==> config.mk <==
export PLATFORM = sky130hd
export DESIGN_NAME = pscp_ctrl
export DESIGN_NICKNAME = d
export VERILOG_FILES = /design/src/rtl/pscp_pkg.sv /design/src/rtl/pscp_ctrl.sv
export SDC_FILE = /design/constraint.sdc
export NUM_CORES = 1
export LEC_CHECK = 0
export ABC_CLOCK_PERIOD_IN_PS = 1900
export BUFFER_PORTS_ARGS = -buffer_cell sky130_fd_sc_hd__buf_4
export CORE_UTILIZATION = 49
export CTS_BUF_LIST = sky130_fd_sc_hd__clkbuf_16
export DETAILED_ROUTE_END_ITERATION = 10
export PLACE_DENSITY = 0.77
export SLEW_MARGIN = 10
export SYNTH_ARGS = -nofsm -noshare
export SYNTH_HDL_FRONTEND = slang
export SYNTH_SLANG_ARGS = --single-unit
export TNS_END_PERCENT = 100
==> constraint.sdc <==
create_clock -name clk -period 1.9 [get_ports clk]
set_input_delay 0 -clock clk [delete_from_list [all_inputs] [get_ports clk]]
set_output_delay 0 -clock clk [all_outputs]
set_load 0.01 [all_outputs]
==> src/rtl/pscp_pkg.sv <==
// package: shared widths, command codes, controller/datapath structs and saturation
package pscp_pkg;

  localparam int DEF_GRID_ROWS = 64;
  localparam int DEF_GRID_COLS = 64;

  localparam int ROW_W     = 6;
  localparam int COL_W     = 6;
  localparam int VAL_W     = 16;
  localparam int COEF_W    = 32;
  localparam int RES_W     = 32;
  localparam int CFG_IDX_W = 3;
  localparam int CFG_DATA_W = 32;

  // item commands
  localparam logic CMD_WRITE = 1'b0;
  localparam logic CMD_QUERY = 1'b1;

  // configuration register indexes
  localparam logic [CFG_IDX_W-1:0] REG_LAYER_MODE   = 3'd0;
  localparam logic [CFG_IDX_W-1:0] REG_LAP_COEFF_X  = 3'd1;
  localparam logic [CFG_IDX_W-1:0] REG_LAP_COEFF_Y  = 3'd2;
  localparam logic [CFG_IDX_W-1:0] REG_LINEAR_COEFF = 3'd3;
  localparam logic [CFG_IDX_W-1:0] REG_CUBIC_COEFF  = 3'd4;
  localparam logic [CFG_IDX_W-1:0] REG_COUPLING     = 3'd5;
  localparam logic [CFG_IDX_W-1:0] REG_GRAD_SCALE_X = 3'd6;
  localparam logic [CFG_IDX_W-1:0] REG_GRAD_SCALE_Y = 3'd7;

  // store read selects
  typedef logic [2:0] rd_sel_t;
  localparam rd_sel_t RD_NONE = 3'd0;
  localparam rd_sel_t RD_CTR  = 3'd1;
  localparam rd_sel_t RD_XP   = 3'd2;
  localparam rd_sel_t RD_XM   = 3'd3;
  localparam rd_sel_t RD_YP   = 3'd4;
  localparam rd_sel_t RD_YM   = 3'd5;

  // multiplier operand selects
  typedef logic [3:0] mul_sel_t;
  localparam mul_sel_t MUL_NONE = 4'd0;
  localparam mul_sel_t MUL_PP   = 4'd1;
  localparam mul_sel_t MUL_P2P  = 4'd2;
  localparam mul_sel_t MUL_CUBE = 4'd3;
  localparam mul_sel_t MUL_LIN  = 4'd4;
  localparam mul_sel_t MUL_CPA  = 4'd5;
  localparam mul_sel_t MUL_CPB  = 4'd6;
  localparam mul_sel_t MUL_LX   = 4'd7;
  localparam mul_sel_t MUL_LY   = 4'd8;
  localparam mul_sel_t MUL_GX   = 4'd9;
  localparam mul_sel_t MUL_GY   = 4'd10;
  localparam mul_sel_t MUL_FXL  = 4'd11;
  localparam mul_sel_t MUL_FXH  = 4'd12;
  localparam mul_sel_t MUL_FYL  = 4'd13;
  localparam mul_sel_t MUL_FYH  = 4'd14;

  // what to do with the registered product
  typedef logic [3:0] acc_op_t;
  localparam acc_op_t ACC_NONE  = 4'd0;
  localparam acc_op_t ACC_LOAD  = 4'd1;
  localparam acc_op_t ACC_ADD8  = 4'd2;
  localparam acc_op_t ACC_SUB8  = 4'd3;
  localparam acc_op_t ACC_MU_GX = 4'd4;
  localparam acc_op_t ACC_GY    = 4'd5;
  localparam acc_op_t ACC_FLO   = 4'd6;
  localparam acc_op_t ACC_FX    = 4'd7;
  localparam acc_op_t ACC_FY    = 4'd8;

  typedef struct packed {
    logic     load;
    logic     wr;
    rd_sel_t  rd;
    mul_sel_t mul;
    acc_op_t  acc;
  } dp_cmd_t;

  typedef struct packed {
    logic query;
    logic in_grid;
    logic mode;
  } dp_status_t;

  function automatic logic signed [RES_W-1:0] sat32(input logic signed [65:0] v);
    logic signed [RES_W-1:0] r;
    if (v > 66'sd2147483647) begin
      r = 32'sh7fffffff;
    end else if (v < -66'sd2147483648) begin
      r = 32'sh80000000;
    end else begin
      r = v[RES_W-1:0];
    end
    return r;
  endfunction

endpackage

==> src/rtl/pscp_ctrl.sv <==
// controller: item handshake, query sequencing and result valid
module pscp_ctrl import pscp_pkg::*; (
  input  logic       clk,
  input  logic       rst,
  input  logic       item_valid,
  output logic       item_ready,
  output logic       result_valid,
  input  logic       result_ready,
  input  dp_status_t status,
  output dp_cmd_t    cmd
);

  localparam logic [1:0] ST_IDLE   = 2'd0;
  localparam logic [1:0] ST_DECODE = 2'd1;
  localparam logic [1:0] ST_RUN    = 2'd2;
  localparam logic [1:0] ST_DONE   = 2'd3;

  localparam logic [3:0] LAST_STEP = 4'd13;

  logic [1:0] state, state_next;
  logic [3:0] step, step_next;
  logic       out_free, fy_issue;

  assign item_ready = (state == ST_IDLE);
  assign out_free   = !result_valid || result_ready;
  assign fy_issue   = (state == ST_DONE) && out_free;

  always_comb begin
    state_next = state;
    step_next  = step;
    cmd        = '{load: 1'b0, wr: 1'b0, rd: RD_NONE, mul: MUL_NONE, acc: ACC_NONE};
    case (state)
      ST_IDLE: begin
        cmd.load = item_valid;
        if (item_valid) begin
          state_next = ST_DECODE;
        end
      end
      ST_DECODE: begin
        step_next = '0;
        if (!status.in_grid) begin
          state_next = ST_IDLE;
        end else if (!status.query) begin
          cmd.wr     = 1'b1;
          state_next = ST_IDLE;
        end else begin
          cmd.rd     = RD_CTR;
          state_next = ST_RUN;
        end
      end
      ST_RUN: begin
        step_next = step + 4'd1;
        if (step == LAST_STEP) begin
          state_next = ST_DONE;
        end
        // reads, products and accumulation interleave on the one multiplier
        case (step)
          4'd0:  begin cmd.rd = RD_XP; cmd.mul = MUL_PP;                       end
          4'd1:  begin cmd.rd = RD_XM; cmd.mul = MUL_P2P;                      end
          4'd2:  begin cmd.rd = RD_YP; cmd.mul = MUL_CUBE;                     end
          4'd3:  begin cmd.rd = RD_YM; cmd.mul = MUL_LIN; cmd.acc = ACC_LOAD;  end
          4'd4:  begin cmd.mul = MUL_CPA; cmd.acc = ACC_SUB8;                  end
          4'd5:  begin cmd.mul = MUL_CPB; cmd.acc = ACC_ADD8;                  end
          4'd6:  begin
            cmd.mul = MUL_LX;
            cmd.acc = status.mode ? ACC_ADD8 : ACC_NONE;
          end
          4'd7:  begin cmd.mul = MUL_LY;  cmd.acc = ACC_SUB8;                  end
          4'd8:  begin cmd.mul = MUL_GX;  cmd.acc = ACC_SUB8;                  end
          4'd9:  begin cmd.mul = MUL_GY;  cmd.acc = ACC_MU_GX;                 end
          4'd10: begin cmd.mul = MUL_FXL; cmd.acc = ACC_GY;                    end
          4'd11: begin cmd.mul = MUL_FXH; cmd.acc = ACC_FLO;                   end
          4'd12: begin cmd.mul = MUL_FYL; cmd.acc = ACC_FX;                    end
          4'd13: begin cmd.mul = MUL_FYH; cmd.acc = ACC_FLO;                   end
          default: ;
        endcase
      end
      ST_DONE: begin
        // hold here while the previous result is still waiting
        if (out_free) begin
          cmd.acc    = ACC_FY;
          state_next = ST_IDLE;
        end
      end
      default: state_next = ST_IDLE;
    endcase
  end

  always_ff @(posedge clk) begin
    if (rst) begin
      state        <= ST_IDLE;
      step         <= '0;
      result_valid <= 1'b0;
    end else begin
      state <= state_next;
      step  <= step_next;
      if (fy_issue) begin
        result_valid <= 1'b1;
      end else if (result_ready) begin
        result_valid <= 1'b0;
      end
    end
  end

endmodule

# Word level (Yosys, flattened, before mapping)

Cells that the tools add are included.

Mux-type cells: 22
Add/subtract/negate cells: 1
Reduce and logical (&&, ||, !) cells: 10
Equal/unequal tests: 19

Operator list:

| cell                | number |
|---|---|
| $pmux 4 s14         | 1 |
| $eq 4x4->1 const B  | 6 |
| $pmux 3 s8          | 1 |
| $eq 4x3->1 const B  | 4 |
| $pmux 4 s2          | 2 |
| $mux 2              | 6 |
| $mux 4              | 3 |
| $pmux 3 s4          | 1 |
| $eq 4x2->1 const B  | 2 |
| $pmux 2 s4          | 1 |
| $mux 1              | 6 |
| $ne 2x2->1 const B  | 3 |
| $pmux 3 s2          | 1 |
| $add 4x1->4 const B | 1 |
| $eq 2x2->1 const B  | 2 |
| $eq 4x1->1 const B  | 1 |
| $logic_not 4->1     | 1 |
| $reduce_bool 2->1   | 2 |
| $reduce_and 3->1    | 1 |
| $reduce_or 3->1     | 1 |
| $eq 2x1->1 const B  | 1 |
| $logic_not 2->1     | 1 |
| $reduce_or 2->1     | 1 |
| $logic_and 1x1->1   | 1 |
| 2 further kinds     | 2 |

Output and inout port bits: 15
Word-level logic and storage cells: 55
Input bits: 7
Bits in registers: 7

# Logic depth before layout (Yosys ltp)

Gate-level depths: netlist (run 1).

Depth after elaboration: 4
Mapped depth: 5
Gate-level depth less buffers: 5

# Least setup slack after synthesis (run 1)

No wires, ideal clock.

Kind: register -> register
Start: register state[0]
End: register (tool-made name)
Data arrival time: 1.462 ns
Clock period less this slack: 1.585 ns
Setup slack: 0.315 ns
Setup time: 0.123 ns
Stages on the path, launching flop included: 6
Data required time: 1.777 ns
Path buffers: 0
Path through: dfxtp_1 -> inv_1 -> ha_1 -> nor2b_1 -> a2111oi_4 -> mux2_1

RTL lines:

| what                     | line            | source |
|---|---|---|
| start: declaration       | pscp_ctrl.sv:20 | `logic [1:0] state, state_next;` |
| start signal: assignment | pscp_ctrl.sv:95 | `state <= state_next;` |

==> results.md, run 1 <==
* Post-Synth Simple-Gate Area at 0.279
* Worst Path Arrival at 1.91 ns
* Max stage delay cell, worst path: a2111oi_4
* Synth Area in Compound Gates at 0.291
* CP Capture Type: flip-flop
* Initial drt markers at 32
* All-Layer GR Usage at 0.264
* Largest family of logic cells by synthesized area: compound AO/OA/AOI/OAI gates
* PwrDens at 611 mW/mm²
* Num rows at 13
* Synth Area per Inst at 7.62 µm²
* Core Area at 0.00132 mm²
* Io pins at 22
* DR vias/cell at 5.98
* Synth Instances at 92
* Met2 WL at about 910 µm
* Clock Sinks at 7
* Length of routed met3 wiring at 110 µm
* CTS Buffer Depth at 2
* Top Layer Used: met4
* Min Hold Slack at 0.00731 ns
* Worst Clk Skew at between 0.0015 and 0.002 ns
* Mapped Nets at roughly 110
* Vias in the first global route at 617
* Total gr overflow at 0
* P_leak at 0.426 nW
* Via count at about 770
* CTS tree: done
* Tmin final at about 1.8 ns
* # DRC at 0
* Detailed Place HPWL at 1.24 mm
* Commonest cells after routing, fill and taps aside: 24 x buf_4, 9 x a21oi_1, 8 x inv_1, 8 x nor2_1, 7 x dfxtp_1
* Synth async-reset ratio at 0
* Hold Path Class: in2reg
* H-tree levels at 1
* First-pass GRT wire length at 2.74 mm
* Multi-input gate area at 520 µm²
* Share of layout cells above drive strength 1 at 0.281
* Full die area at 0.00159 mm²
* Antenna violations before repair at 0
* Hold Buf Count CTS at 0
* Hold Startpoint: rst
* Setup TNS Final at 0 ns
* CTS Buf Count at 3
* Layout Cells excl Fill at 129
* Largest net degree at the start of global routing at 15
* Worst IR drop on VDD at 0.000651 V
* Synth Cell Area at 701 µm²
* # diodes at 0
* FF+latch area at about 140 µm²
* Mux contribution to synthesized area at 0.0161
* Post-synth EDFFs at 0
* GPL Wtd Cong at 0.732
* Setup CP Type: reg2reg
* CP Cell Sequence: inv_1 -> ha_1 -> nand3_2 -> a2111oi_4 -> mux2_1
* Setup crit start: step[1]$_SDFFE_PP0P_
* # port buffers at 21
* Worst-Skew Late Latency at about 0.23 ns
* Status: complete, no violations
* Met1 wire length at between 700 and 800 µm
* Maxcap violations at 0
* Sequential share of the synthesized area at 0.200
* Inst Count DP at ~130
* Main flop type after synthesis: dfxtp_1
* Area growth syn-to-layout at 37.7%
* Setup violations, final at 0
* Part of the cycle the worst path needs at 0.943
* Die height at around 40 µm
* Max incr delay on CP at 0.37 ns
* Post-CTS Setup Bufs at 0
* Worst rel slew slack at 0.790
* Worst Setup Start Kind: flip-flop
* Fmax at 0.558 GHz
* Synth cell types at 32
* Die W at 39.8 µm
* Initial DRT Pass Iterations at 4
* Initial core utilization at 0.532
* Worst Max-Slew Pin Slew at 0.316 ns
* Top cell family by delay on the critical path: compound AO/OA/AOI/OAI gates
* Slew Limit Fails at 0
* Reg-to-Reg Start: step[1]$_SDFFE_PP0P_
* Crit Path Max Fanout at 7
* RSZ-0062 raised after global routing: false
* Final nets at 130
* Syn. warnings at 0
* ANT nets after route at 0
* Final-report hold violation count at 0
* Root buf cell: clkbuf_16
* FILL cells at ~110
* Commonest non-fill, non-tap cell in the layout: buf_4
* PostCTS Resize Cnt at 0
* DR WL/cell at 14.2 µm
* Synthesized-area fraction occupied by adder cells at 0.143
* #FFs+latches synth at 7
* Final wirelength at 1.83 mm
* Reg clk slew, reported paths at about 0.040 ns
* Synth Area in XOR/XNOR at 0
* Crit path buf inv count at 1
* CP required at 2.01 ns
layer usage:
metal	track usage	vias up
met4	0.138	0
met3	0.0568	4
met5	0	-
li1	-	372
met1	0.349	365
met2	0.393	31
power by group:
| group | internal, W | switching (W) | total, W |
|---|---|---|---|
| combinational | 0.0000350 | 0.0000430 | 0.0000780 |
| sequential | 0.000151 | 0.00000288 | 0.000154 |
| clock | 0.000274 | 0.0000839 | 0.000358 |
final timing paths:
path                               end  cells after the start  slack [ns]
min reg2reg  result_valid$_SDFFE_PP0P_                      2        0.54
max                          flip-flop                      5        0.11
max reg2reg                  flip-flop                      5        0.11
min          result_valid$_SDFFE_PP0P_                      2       0.007
cells by family after synthesis:
group | Yosys count
fa+ha+maj | 8
compound gates | 28
mux | 1
flops | 7
buf+inv | 13
simple gates | 35
cell type report:
type / instances / share of cell area
clock buffers: 3 / 0.0778
clock inverters: 1 / 0.00389
inverters: 7 / 0.0272
multi-input cells: 72 / 0.540
flip-flops and latches: 7 / 0.145
well taps: 15 / 0.0195
repair buffers: 24 / 0.187
stage by stage:
stage          power [W]   util  setup slack, ns  instance area (µm²)
2_1_floorplan   0.000201      -            0.315                  701
6_report        0.000590  0.732            0.108                  965
4_1_cts         0.000591  0.725           0.0353                  955
3_3_place_gp    0.000229  0.665            0.262                  876
3_5_place_dp    0.000231  0.665            0.196                  876
5_1_grt         0.000607  0.732           0.0141                  965
Yosys cell counts (all sizes together) (2+ instances only):
cell    instances  area [µm²]
nand2b          5        31.3
ha              8         100
a21boi          3        22.5
nand3           5        30.0
a21oi           9        45.0
inv             7        26.3
nor3            5        25.0
o21ai           3        15.0
nand4b          2        17.5
clkbuf          5        18.8
nor2            8        30.0
a211oi          2        15.0
nor2b           3        18.8
o21a            3        22.5
dfxtp           7         140
nand2           3        11.3
Note: power is estimated with default switching activity, not from simulation.
==> run 2, diff against run 1 <==
ABC_CLOCK_PERIOD_IN_PS = 2100   (was 1900)
CORE_UTILIZATION = 53   (was 49)
PLACE_DENSITY = 0.82   (was 0.77)
clock period = 2.1 ns   (was 1.9 ns; I/O delays follow)
==> results.md, run 2 (synthesized netlist as in run 1, its figures left out) <==
* Status: complete, no violations
* CP Cell Sequence: inv_1 -> ha_2 -> nand2b_1 -> or3_1 -> a21oi_1 -> buf_4
* Hold Path Class: in2reg
* Total gr overflow at 0 (unchanged)
* Final nets at 128 (-1.5%)
* Reg-to-Reg Start: step[1]$_SDFFE_PP0P_
* CTS Buf Count at 3 (unchanged)
* Vias in the first global route at 616 (-0.16%)
* Full die area at 0.00147 mm² (-7.2%)
* Part of the cycle the worst path needs at 0.908
* Initial drt markers at 15 (-53%)
* Maxcap violations at 0 (unchanged)
* Worst Max-Slew Pin Slew at 0.438 ns (+0.123 ns)
* Crit Path Max Fanout at 15 (+8)
* CTS tree: done
* Fmax at 0.525 GHz
* Worst rel slew slack at 0.707 (-0.0822)
* Hold-critical path depth at 2 (unchanged)
* CP Capture Type: primary output
* Via count at 716 (-7.3%)
* P_leak at 0.418 nW (-1.9%)
* CTS Buffer Depth at 2 (unchanged)
* Initial DRT Pass Iterations at 4 (unchanged)
* CP required at 2.10 ns (+0.09 ns)
* Commonest non-fill, non-tap cell in the layout: buf_4
* Max stage delay cell, worst path: ha_2
* Setup violations, final at 0 (unchanged)
* Initial core utilization at 0.598 (+0.0665)
* # port buffers at 21 (unchanged)
* Share of layout cells above drive strength 1 at 0.250 (-0.0307)
* FILL cells at 74 (-34%)
* Slew Limit Fails at 0 (unchanged)
* Total Power at 0.000527 W (-11%)
* Clock Sinks at 7 (unchanged)
* Endpoint, Worst Hold: step[2]$_SDFFE_PP0P_
* Hold Startpoint: rst
* Worst Path Arrival at 1.91 ns (about the same)
* Detailed Place HPWL at 1.15 mm (-7.0%)
* All-Layer GR Usage at 0.256 (-0.00867)
* GPL Wtd Cong at 0.770 (+5.1%)
* PwrDens at 560 mW/mm² (-8.4%)
* RSZ-0062 raised after global routing: false
* ANT nets after route at 0 (unchanged)
* Worst IR drop on VDD at 0.00103 V (+58%)
* Largest net degree at the start of global routing at 18 (+3)
* Worst Setup Start Kind: flip-flop
* Core Util, Final at 0.803 (+0.0712)
* Commonest cells after routing, fill and taps aside: 22 x buf_4, 9 x a21oi_1, 8 x inv_1, 8 x nor2_1
* Die W at 38.4 µm (-3.7%)
* # DRC at 0 (unchanged)
* Io pins at 22 (unchanged)
* First-pass GRT wire length at 2.66 mm (-3.0%)
* # diodes at 0 (unchanged)
* Num rows at 12 (-1)
* Final wirelength at 1.70 mm (-6.8%)
* Final-report hold violation count at 0 (unchanged)
* DR vias/cell at 5.68 (-5.0%)
* Setup TNS Final at 0 ns (unchanged)
* Die height at 38.4 µm (-3.7%)
* FF-to-FF setup slack at 0.30 ns (+0.19 ns)
* Core Area at 0.00117 mm² (-11%)
* Worst Clk Skew at 0.00222 ns (+0.000382 ns)
* Area growth syn-to-layout at 34.3%
* R2R cell count at 5 (unchanged)
* DR WL/cell at 13.5 µm (-4.6%)
* Max incr delay on CP at 0.38 ns (about the same)
* Antenna violations before repair at 0 (unchanged)
* Root buf cell: clkbuf_16
* Setup CP Type: reg2out
* Worst-Skew Late Latency at 0.23 ns (about the same)
* Tmin final at 1.91 ns
* Reg clk slew, reported paths at 0.04 ns (about the same)
* H-tree levels at 1 (unchanged)
-- run 2: how the worst max path moves through the flow --
stage                                from   endpoint  slack [ns]  cells past startpoint
global route        state[0]$_SDFFE_PP0P_     cmd[8]        0.09                      6
global placement    state[0]$_SDFFE_PP0P_     cmd[8]        0.38                      6
CTS                 state[0]$_SDFFE_PP0P_     cmd[8]        0.03                      6
finish              state[0]$_SDFFE_PP0P_     cmd[8]        0.19                      6
floorplan           state[0]$_SDFFE_PP0P_  flip-flop        0.51                      5
detailed placement  state[0]$_SDFFE_PP0P_     cmd[8]        0.31                      6
-- run 2: metal layers --
layer  wire length, µm  up-vias  track usage
li1                  -      365            -
met1               765      328        0.319
met2               844       23        0.449
met3                92        0       0.0756
met4                 0        0       0.0172
met5                 0        -            0
-- run 2: cell type report --
type / count / area, µm² / share of cell area
Sequential cell: 7 / 140 / 0.149
Tap cell: 14 / 17.5 / 0.0186
Multi-Input combinational cell: 72 / 513 / 0.545
Clock inverter: 1 / 3.75 / 0.00399
Timing Repair Buffer: 22 / 165 / 0.176
Clock buffer: 3 / 75.1 / 0.0798
Inverter: 7 / 26.3 / 0.0279
-- run 2: timing repair --
action	in CTS	in global routing
hold buffers	0	0
setup endpoints to repair	0	1
resized for setup	0	1
buffers inserted	0	0
-- run 2: report_power, final --
| group | switching [W] | internal [W] |
|---|---|---|
| Clock | 0.0000702 | 0.000247 |
| Sequential | 0.00000231 | 0.000137 |
| Combinational | 0.0000390 | 0.0000315 |
| Total | 0.000111 | 0.000416 |
-- run 2: worst max-delay path, delay by kind of cell (launching register included) --
family                   cells  cell delay (ns)
buffers and inverters        2             0.31
AND/OR/NAND/NOR              2             0.51
adder cells (fa/ha/maj)      1             0.38
AO/OA/AOI/OAI                1             0.16
flip-flops                   1             0.32
-- run 2: metrics by stage --
| stage | area (µm²) | hold slack, ns | std cells | setup WS, ns |
|---|---|---|---|---|
| CTS | 938 | 0.00237 | 126 | 0.0314 |
| floorplan | 701 | 0.0475 | 92 | 0.515 |
| global route | 941 | 0.0122 | 126 | 0.0893 |
| detailed placement | 860 | 0.239 | 122 | 0.313 |
| finish | 941 | 0.00714 | 126 | 0.194 |
| global placement | 860 | 0.237 | 122 | 0.375 |
==> run 3, diff against run 2 <==
REMOVE_ABC_BUFFERS = 1   (was default)
==> results.md, run 3 (synthesized netlist as in run 1, its figures left out) <==
* Initial DRT Pass Iterations at 4 (unchanged)
* Io pins at 22 (unchanged)
* Share of layout cells above drive strength 1 at 0.261 (+0.0109)
* Root buf cell: clkbuf_16
* H-tree levels at 1 (unchanged)
* Setup TNS Final at 0 ns (unchanged)
* Initial drt markers at 5 (-10)
* Multi-input gate area at 510 µm² (-0.49%)
* Part of the cycle the worst path needs at 0.889 (-0.0183)
* Largest net degree at the start of global routing at 18 (unchanged)
* Net Sw Frac at 0.218 (+0.00697)
* DR WL/cell at 13.9 µm (+3.1%)
* Die height at 38.4 µm (unchanged)
* Die W at 38.4 µm (unchanged)
* Total gr overflow at 0 (unchanged)
* Hold Buf Count CTS at 0 (unchanged)
* All-Layer GR Usage at 0.285 (+0.0290)
* Core Area at 0.00117 mm² (unchanged)
* FF+latch area at 140 µm² (unchanged)
* PwrDens at 554 mW/mm² (-1.0%)
* Num rows at 12 (unchanged)
* P_leak at 0.436 nW (+4.3%)
* Commonest non-fill, non-tap cell in the layout: buf_4
* DR vias/cell at 5.66 (-0.42%)
* First-pass GRT wire length at 2.88 mm (+8.3%)
* Crit Path Max Fanout at 7 (-8)
* Vias in the first global route at 628 (+1.9%)
* FILL cells at 78 (+5.4%)
* Clock Sinks at 7 (unchanged)
* Fmax at 0.535 GHz (+2.1%)
* Area growth syn-to-layout at 37.1%
* # diodes at 0 (unchanged)
* Worst IR drop on VDD at 0.000543 V (-47%)
* Hold Path Class: in2reg
* Min Hold Slack at 0.0106 ns (+0.00347 ns)
* Setup CP Type: reg2out
* Setup violations, final at 0 (unchanged)
* Maxcap violations at 0 (unchanged)
* CTS tree: done
* Worst Setup Start Kind: flip-flop
* Worst Clk Skew at 0.000248 ns (-0.00198 ns)
* Int Pwr at 0.000416 W (+0.21%)
* CTS Buffer Depth at 2 (unchanged)
* Status: complete, no violations
* RSZ-0062 raised after global routing: false
* CP Capture Type: primary output
* Total Power at 0.000533 W (+1.1%)
* Reg clk slew, reported paths at 0.04 ns (about the same)
* Worst rel slew slack at 0.724 (+0.0163)
* Commonest cells after routing, fill and taps aside: 25 x buf_4, 9 x a21oi_1, 8 x inv_1, 8 x nor2_1, 8 x ha_1
* GPL Wtd Cong at 0.795 (+3.3%)
* Final wirelength at 1.80 mm (+5.6%)
* Detailed Place HPWL at 1.19 mm (+3.2%)
* Clock power frac at 0.605 (+0.002)
* Worst-Skew Late Latency at 0.23 ns (about the same)
* Post-CTS Setup Bufs at 0 (unchanged)
* Antenna violations before repair at 0 (unchanged)
* Register share of total power at 0.261 (-0.003)
* Worst Path Arrival at 1.87 ns (-0.04 ns)
* ANT nets after route at 0 (unchanged)
* Switch Pwr at 0.000116 W (+4.4%)
* CP required at 2.10 ns (about the same)
* PostCTS Resize Cnt at 0 (unchanged)
* Worst Max-Slew Pin Slew at 0.411 ns (-0.0274 ns)
* Tmin final at 1.87 ns (-0.0385 ns)
* # port buffers at 21 (unchanged)
* Full die area at 0.00147 mm² (unchanged)
* Via count at 730 (+2.0%)
* Initial core utilization at 0.598 (unchanged)
* # DRC at 0 (unchanged)
* Final nets at 131 (+2.3%)
* CTS Buf Count at 3 (unchanged)
* Slew Limit Fails at 0 (unchanged)
* Final-report hold violation count at 0 (unchanged)
* Gate power share at 0.134 (about the same)
## run 3: worst paths after layout
| kind | depth (start not counted) | to | startpoint | slack, ns |
|---|---|---|---|---|
| worst min register to register | 2 | step[1]$_SDFFE_PP0P_ | step[1]$_SDFFE_PP0P_ | 0.52 |
| worst min-delay path | 2 | step[2]$_SDFFE_PP0P_ | rst | 0.01 |
| worst max register to register | 5 | flip-flop | state[0]$_SDFFE_PP0P_ | 0.38 |
| worst max-delay path | 6 | cmd[8] | state[0]$_SDFFE_PP0P_ | 0.23 |
## run 3: worst max-delay path: stages (launching register included)
cell      delay (ns)
dfxtp_1         0.32
inv_1           0.17
ha_1            0.36
nand2b_1        0.14
or3_1           0.36
a21oi_1         0.15
buf_4           0.13
## run 3: final cells by class
type,instances,area share
Multi-Input combinational cell,72,0.531
Clock buffer,3,0.0781
Sequential cell,7,0.146
Tap cell,14,0.0182
Timing Repair Buffer,25,0.195
Inverter,7,0.0273
Clock inverter,1,0.00391
## run 3: routing by layer
metal  track usage  routed length (µm)
met1         0.386                 891
met2         0.445                 837
met3        0.0523                  53
met4         0.103                  15
met5             0                   0
## run 3: power groups by stage
stage / clock network [W] / logic [W] / registers (W)
after floorplan: 0 / 0.0000394 / 0.000140
after global placement: 0 / 0.0000661 / 0.000141
final: 0.000322 / 0.0000715 / 0.000139
after detailed placement: 0 / 0.0000675 / 0.000141
after CTS: 0.000326 / 0.0000709 / 0.000139
after global routing: 0.000331 / 0.0000780 / 0.000139
## run 3: stage by stage
step,worst slack (ns),instance area (µm²),util,std cells
after floorplan,0.515,677,-,86
after CTS,0.239,961,0.821,129
after global routing,0.132,961,0.821,129
final,0.232,961,0.821,129
after global placement,0.528,882,0.753,125
after detailed placement,0.460,882,0.753,125
